## config.mk

```make
export PLATFORM = sky130hd
export DESIGN_NAME = aet_front
export DESIGN_NICKNAME = d
export VERILOG_FILES = /design/src/rtl/aet_pkg.sv /design/src/rtl/aet_front.sv
export SDC_FILE = /design/constraint.sdc
export NUM_CORES = 1
export LEC_CHECK = 0
export BUFFER_PORTS_ARGS = -buffer_cell sky130_fd_sc_hd__clkbuf_2
export CORE_AREA = 2 2 303 305
export CTS_CLUSTER_SIZE = 10
export DETAILED_ROUTE_END_ITERATION = 7
export DIE_AREA = 0 0 305 307
export PLACE_DENSITY = 0.63
export SETUP_SLACK_MARGIN = 0.2
export SLEW_MARGIN = 15
export SYNTH_ARGS = -nofsm -noshare
export SYNTH_HDL_FRONTEND = slang
export SYNTH_SLANG_ARGS = --single-unit
```

## constraint.sdc

```tcl
create_clock -name clk -period 32.7 [get_ports clk]
set_input_delay 3.27 -clock clk [delete_from_list [all_inputs] [get_ports clk]]
set_output_delay 3.27 -clock clk [all_outputs]
set_load 0.01 [all_outputs]
```

## src/rtl/aet_pkg.sv

```systemverilog
package aet_pkg;

    localparam int OutputBytesDefault = 8;

    typedef struct packed {
        logic [63:0] key_word0;
        logic [63:0] key_word1;
        logic [63:0] key_word2;
        logic [63:0] key_word3;
        logic [63:0] plaintext_hi;
        logic [63:0] plaintext_lo;
    } in_item_t;

    typedef struct packed {
        logic [63:0] witness_word;
        logic [3:0]  witness_bytes;
        logic [63:0] cipher_hi;
        logic [63:0] cipher_lo;
        logic        last;
    } out_item_t;

    // Job handed from the front end to the cipher engine.
    typedef struct packed {
        logic [255:0] key;
        logic [127:0] pt;
        logic         aes256;
    } job_t;

    // Multiply by x in GF(2^8).
    function automatic logic [7:0] xt(input logic [7:0] a);
        xt = {a[6:0], 1'b0} ^ (a[7] ? 8'h1B : 8'h00);
    endfunction

    function automatic logic [7:0] gmul(input logic [7:0] a, input logic [7:0] b);
        logic [7:0] r;
        logic [7:0] p;
        r = 8'h00;
        p = a;
        for (int i = 0; i < 8; i++)
        begin
            if (b[i])
                r = r ^ p;
            p = xt(p);
        end
        gmul = r;
    endfunction

    // Inverse table, built as a constant function (x^254).
    function automatic logic [7:0] ginv_calc(input logic [7:0] x);
        logic [7:0] r;
        logic [7:0] p;
        r = 8'h01;
        p = x;
        for (int i = 0; i < 8; i++)
        begin
            if (i != 0)
                r = gmul(r, p);
            p = gmul(p, p);
        end
        ginv_calc = r;
    endfunction

    typedef logic [7:0] byte_tab_t [256];

    function automatic byte_tab_t make_inv();
        byte_tab_t t;
        for (int i = 0; i < 256; i++)
            t[i] = ginv_calc(8'(i));
        make_inv = t;
    endfunction

    localparam byte_tab_t InvTab = make_inv();

    // Affine transform applied after the inverse.
    function automatic logic [7:0] affine(input logic [7:0] t);
        logic [7:0] rows [8];
        logic [7:0] res;
        rows = '{8'hF1, 8'hE3, 8'hC7, 8'h8F, 8'h1F, 8'h3E, 8'h7C, 8'hF8};
        for (int i = 0; i < 8; i++)
            res[i] = ^(rows[i] & t);
        affine = res ^ 8'h63;
    endfunction

endpackage

```

## src/rtl/aet_front.sv

```systemverilog
module aet_front (
    input  logic            clk,
    input  logic            rst_n,
    input  logic            cfg_we,
    input  logic            cfg_data,
    input  logic            push,
    output logic            full,
    input  aet_pkg::in_item_t in_item,
    output logic            job_valid,
    input  logic            job_take,
    output aet_pkg::job_t   job
);
    import aet_pkg::*;

    logic  key_size_reg;
    logic  [1:0] cnt_reg;
    job_t  q_reg [2];
    logic  wp_reg, rp_reg;

    // Mode register.
    always_ff @(posedge clk or negedge rst_n)
    begin
        if (!rst_n)
            key_size_reg <= 1'b0;
        else if (cfg_we)
            key_size_reg <= cfg_data;
    end

    assign full = cnt_reg[1];
    assign job_valid = cnt_reg != 2'd0;
    assign job = q_reg[rp_reg];

    // Two-entry job queue; AES-128 jobs get key words 2 and 3 zeroed.
    always_ff @(posedge clk or negedge rst_n)
    begin
        if (!rst_n)
        begin
            cnt_reg <= 2'd0;
            wp_reg <= 1'b0;
            rp_reg <= 1'b0;
        end
        else
        begin
            if (push && !full)
                wp_reg <= ~wp_reg;
            if (job_take && job_valid)
                rp_reg <= ~rp_reg;
            cnt_reg <= cnt_reg + {1'b0, push && !full} - {1'b0, job_take && job_valid};
        end
    end

    always_ff @(posedge clk)
    begin
        if (push && !full)
        begin
            q_reg[wp_reg].key <= {in_item.key_word0, in_item.key_word1,
                key_size_reg ? in_item.key_word2 : 64'd0,
                key_size_reg ? in_item.key_word3 : 64'd0};
            q_reg[wp_reg].pt <= {in_item.plaintext_hi, in_item.plaintext_lo};
            q_reg[wp_reg].aes256 <= key_size_reg;
        end
    end

    assert property (@(posedge clk) disable iff (!rst_n) cnt_reg != 2'd3)
        else $error("job queue count overflow");
    assert property (@(posedge clk) disable iff (!rst_n)
        (full && !job_take) |=> full)
        else $error("full dropped without a take");
    assert property (@(posedge clk) disable iff (!rst_n)
        (!job_valid && !push) |=> !job_valid)
        else $error("job appeared from nowhere");
endmodule

```

Yosys cells after proc, flatten, opt, wreduce, memory -nomap -nowiden
Memory sizes are Yosys's and may differ from the RTL's.
Index checks and enable logic that the tools add are counted.

operators by class
  add/subtract/negate cells = 2
  mux-type cells = 4
  bitwise logic cells = 2
  reduce and logical (&&, ||, !) cells = 4

operators by type and width
  operator                                     number
  64-bit two-way mux                           2
  2-bit by 1-bit adder with 2-bit output       1
  1-bit logical AND                            2
  1-bit two-way mux                            2
  1-bit inverter                               2
  2-bit nonzero test                           1
  2-bit by 1-bit subtractor with 2-bit output  1
  1-bit zero test                              1

storage, ports and cells
  bits in registers = 5
  bits in writable memories = 770
  input bits = 390
  word-level logic and storage cells = 17
  memories kept = 1

memories
  memory  words  bits a word  read ports  clocked after memory_dff  wr ports  RTL line         text
  q_reg   2      385          1           0                         1         aet_front.sv:17  job_t q_reg [2];

Longest topological paths before layout
  depth in word-level cells = 4
  depth in mapped cells = 5
  mapped depth without buffers = 5

Worst setup path after synthesis
OpenSTA, ideal clock, no wires.

  path kind = input port to flip-flop
  from = in push
  to = mem q_reg[0][0] (netlist bit), enable pin
  library setup time = 1.141 ns
  arrival time = 19.314 ns
  setup slack = 12.245 ns
  stages = 2
  buffers on the path = 0
  cells stage by stage = nand2b_1 -> nor2_1

on the way
  longest elaborated chain between the ends = 3

ends and longest elaborated chain
  item                                     RTL line         text
  start: declaration                       aet_front.sv:6   input logic push,
  1-bit logical AND                        aet_front.sv:54  if (push && !full)
  1-bit two-way mux                        aet_front.sv:54
  1-bit two-way mux (implied by the code)  aet_front.sv:60  q_reg[wp_reg].aes256 <= key_size_reg;
  end: declaration                         aet_front.sv:17

No other way between the ends.

==> results_dict.tcl <==
set metrics [dict create \
    power_density_nw_per_um2 86.4 \
    p_leak_nw 13.7 \
    grt_max_degree 153 \
    largest_register_ffs 770 \
    core_um2 90700 \
    max_cap_violations 0 \
    finalClockSkew_ns 0.0249 \
    ios 777 \
    status "complete, no violations" \
    vias_per_cell 4.44 \
    htreeDepth 3 \
    crit_path_max_fanout 80 \
    startpoint_type "flip-flop" \
    place.gp.congestion 0.847 \
    io_buffers 776 \
    groute.usage.overall 0.139 \
    synth_nets 1753 \
    die_h_um 307 \
    dieArea_um2 93600 \
    synthesis.area_um2 29000 \
    mostFrequentLayoutCell "clkbuf_2" \
    required_ns 29.43 \
    dpl.hpwl_um 47400 \
    setup_tns_ns 0 \
    nets 2577 \
    place_ws_ns 25.08 \
    worst_slew_pin_slew_ns 1.13 \
    synth_cell_types 18 \
    drv_slew 0 \
    synth-seq-cells 775 \
    antenna_found_initial 11 \
    fin_crit_ns 7.85 \
    clockRootBuffer "clkbuf_16" \
    hp-class "reg -> reg" \
    worst_slack_ns 24.85 \
    grt_pass1_wl_um 98300 \
    min_period_over_period 0.240 \
    grt_pass1_vias 16400 \
    clk_path_buf_depth 3 \
    rsz0062_at_grt "false" \
    ant_nets 0 \
    syn-instance-count 1362 \
    finalSetupViolations 0 \
    hold_viol_final 0 \
    arrival_ns 4.58 \
    overflow 0 \
    power_mw 3.16 \
    cts_resized 0 \
    clk_latency_ns 0.65 \
    vias 15100 \
    cts_setup_buffers 0 \
    yosys_warnings 0 \
    clkTransAtPathRegs_ns 0.06 \
    drive_gt1_frac 0.579 \
    drc 0 \
    final_cell_mix "clkbuf_2 (776), edfxtp_1 (770), mux2_2 (386)" \
    numCtsBuffers 89 \
    drt_iter0_drc 841 \
    syn_area_per_cell_um2 21.3 \
    firstDrtPassIters 5 \
    yosysSeqAreaShare 0.801 \
    reg2reg_depth 5 \
    holdPathStages 1 \
    rows 111 \
    fmax_mhz 127 \
    setup.worst_path.class "reg -> out" \
    area_growth_pct 26.0 \
    die_x_um 305 \
    timing.hold.ws_ns 0.550 \
    maxSlewHeadroom 0.245 \
    wl_per_cell_um 19.9 \
    cp-end-kind "primary output" \
    start_util 0.320 \
    clock-sinks 775 \
    postCtsHoldBufs 0 \
    peakVddDrop_mv 0.0495 \
    cts_tree "done" \
    wirelength_um 67900 \
]
==> critical path: stages, from the launching register on <==
cell	delay [ns]
dfrtp_4	0.76
buf_4	0.81
buf_4	0.77
buf_4	0.83
mux2_2	0.43
clkbuf_2	0.13
==> stage by stage <==
| step | std cells | cell area, um^2 | utilization |
|---|---|---|---|
| finish | 3408 | 36500 | 0.403 |
| detailed placement | 3281 | 34000 | 0.375 |
| CTS | 3398 | 36500 | 0.403 |
| floorplan | 1362 | 29000 | - |
| global placement | 3281 | 34000 | 0.375 |
| global route | 3406 | 36500 | 0.403 |
==> layout make-up <==
cell class                 instances  area (um^2)
antenna                           10         25.0
inverter                           1         3.75
sequential                       775        23300
fill                            8281        54100
multi-input combinational        529         5260
clock inverter                    10          146
clock buffer                     107         2360
timing repair buffer             790         4010
tap                             1186         1480
==> cell families after synthesis <==
group | share of synthesized area
DFF | 0.801
muxes | 0.150
and+or+nand+nor | 0.0289
buffers and inverters | 0.0178
AOI/OAI and AO/OA | 0.000733
xor gates and xnor gates | 0.000906
adders and majority gates | 0.000431
==> final timing paths <==
path,end,slack [ns],from
worst max-delay path,job[90],24.85,rp_reg$_DFFE_PN0P_
worst min-delay path,cnt_reg[0]$_DFF_PN0_,0.55,cnt_reg[0]$_DFF_PN0_
worst max register to register,q_reg[1][39]$_DFFE_PP_,27.98,cnt_reg[1]$_DFF_PN0_
worst min register to register,cnt_reg[0]$_DFF_PN0_,0.55,cnt_reg[0]$_DFF_PN0_
max in group asynchronous,rp_reg$_DFFE_PN0P_,30.11,rst_n
min in group asynchronous,key_size_reg$_DFFE_PN0P_,2.43,rst_n
==> power breakdown <==
group          internal, mW  leakage, nW  switching [mW]
sequential             1.34         7.22          0.0575
clock                 0.518         1.22           0.362
combinational         0.384         5.23           0.499
total                  2.24         13.7           0.918
==> cell usage after synthesis <==
| cell type | number | area (um^2) |
|---|---|---|
| xor2_1 | 1 | 8.76 |
| buf_6 | 39 | 439 |
| dfrtp_1 | 5 | 125 |
| edfxtp_1 | 770 | 23100 |
| nand2_1 | 2 | 7.51 |
| buf_2 | 4 | 20.0 |
| o31ai_1 | 1 | 7.51 |
| xnor2_1 | 2 | 17.5 |
| a211o_1 | 1 | 8.76 |
| or2_2 | 1 | 6.26 |
| nand2b_1 | 2 | 12.5 |
| nor2_1 | 3 | 11.3 |
| clkbuf_1 | 14 | 52.6 |
| and2_1 | 128 | 801 |
| inv_1 | 1 | 3.75 |
| mux2_2 | 386 | 4350 |
| a21oi_1 | 1 | 5.00 |
| ha_1 | 1 | 12.5 |
==> layer usage <==
metal  track usage  share of wire  up-vias
met5             0        0.00046        -
met3        0.0620           0.10      141
met2         0.241           0.51      634
li1              -              -     6935
met1         0.139           0.35     7406
met4        0.0787          0.042        4
Power figures use the tool's default switching activity.
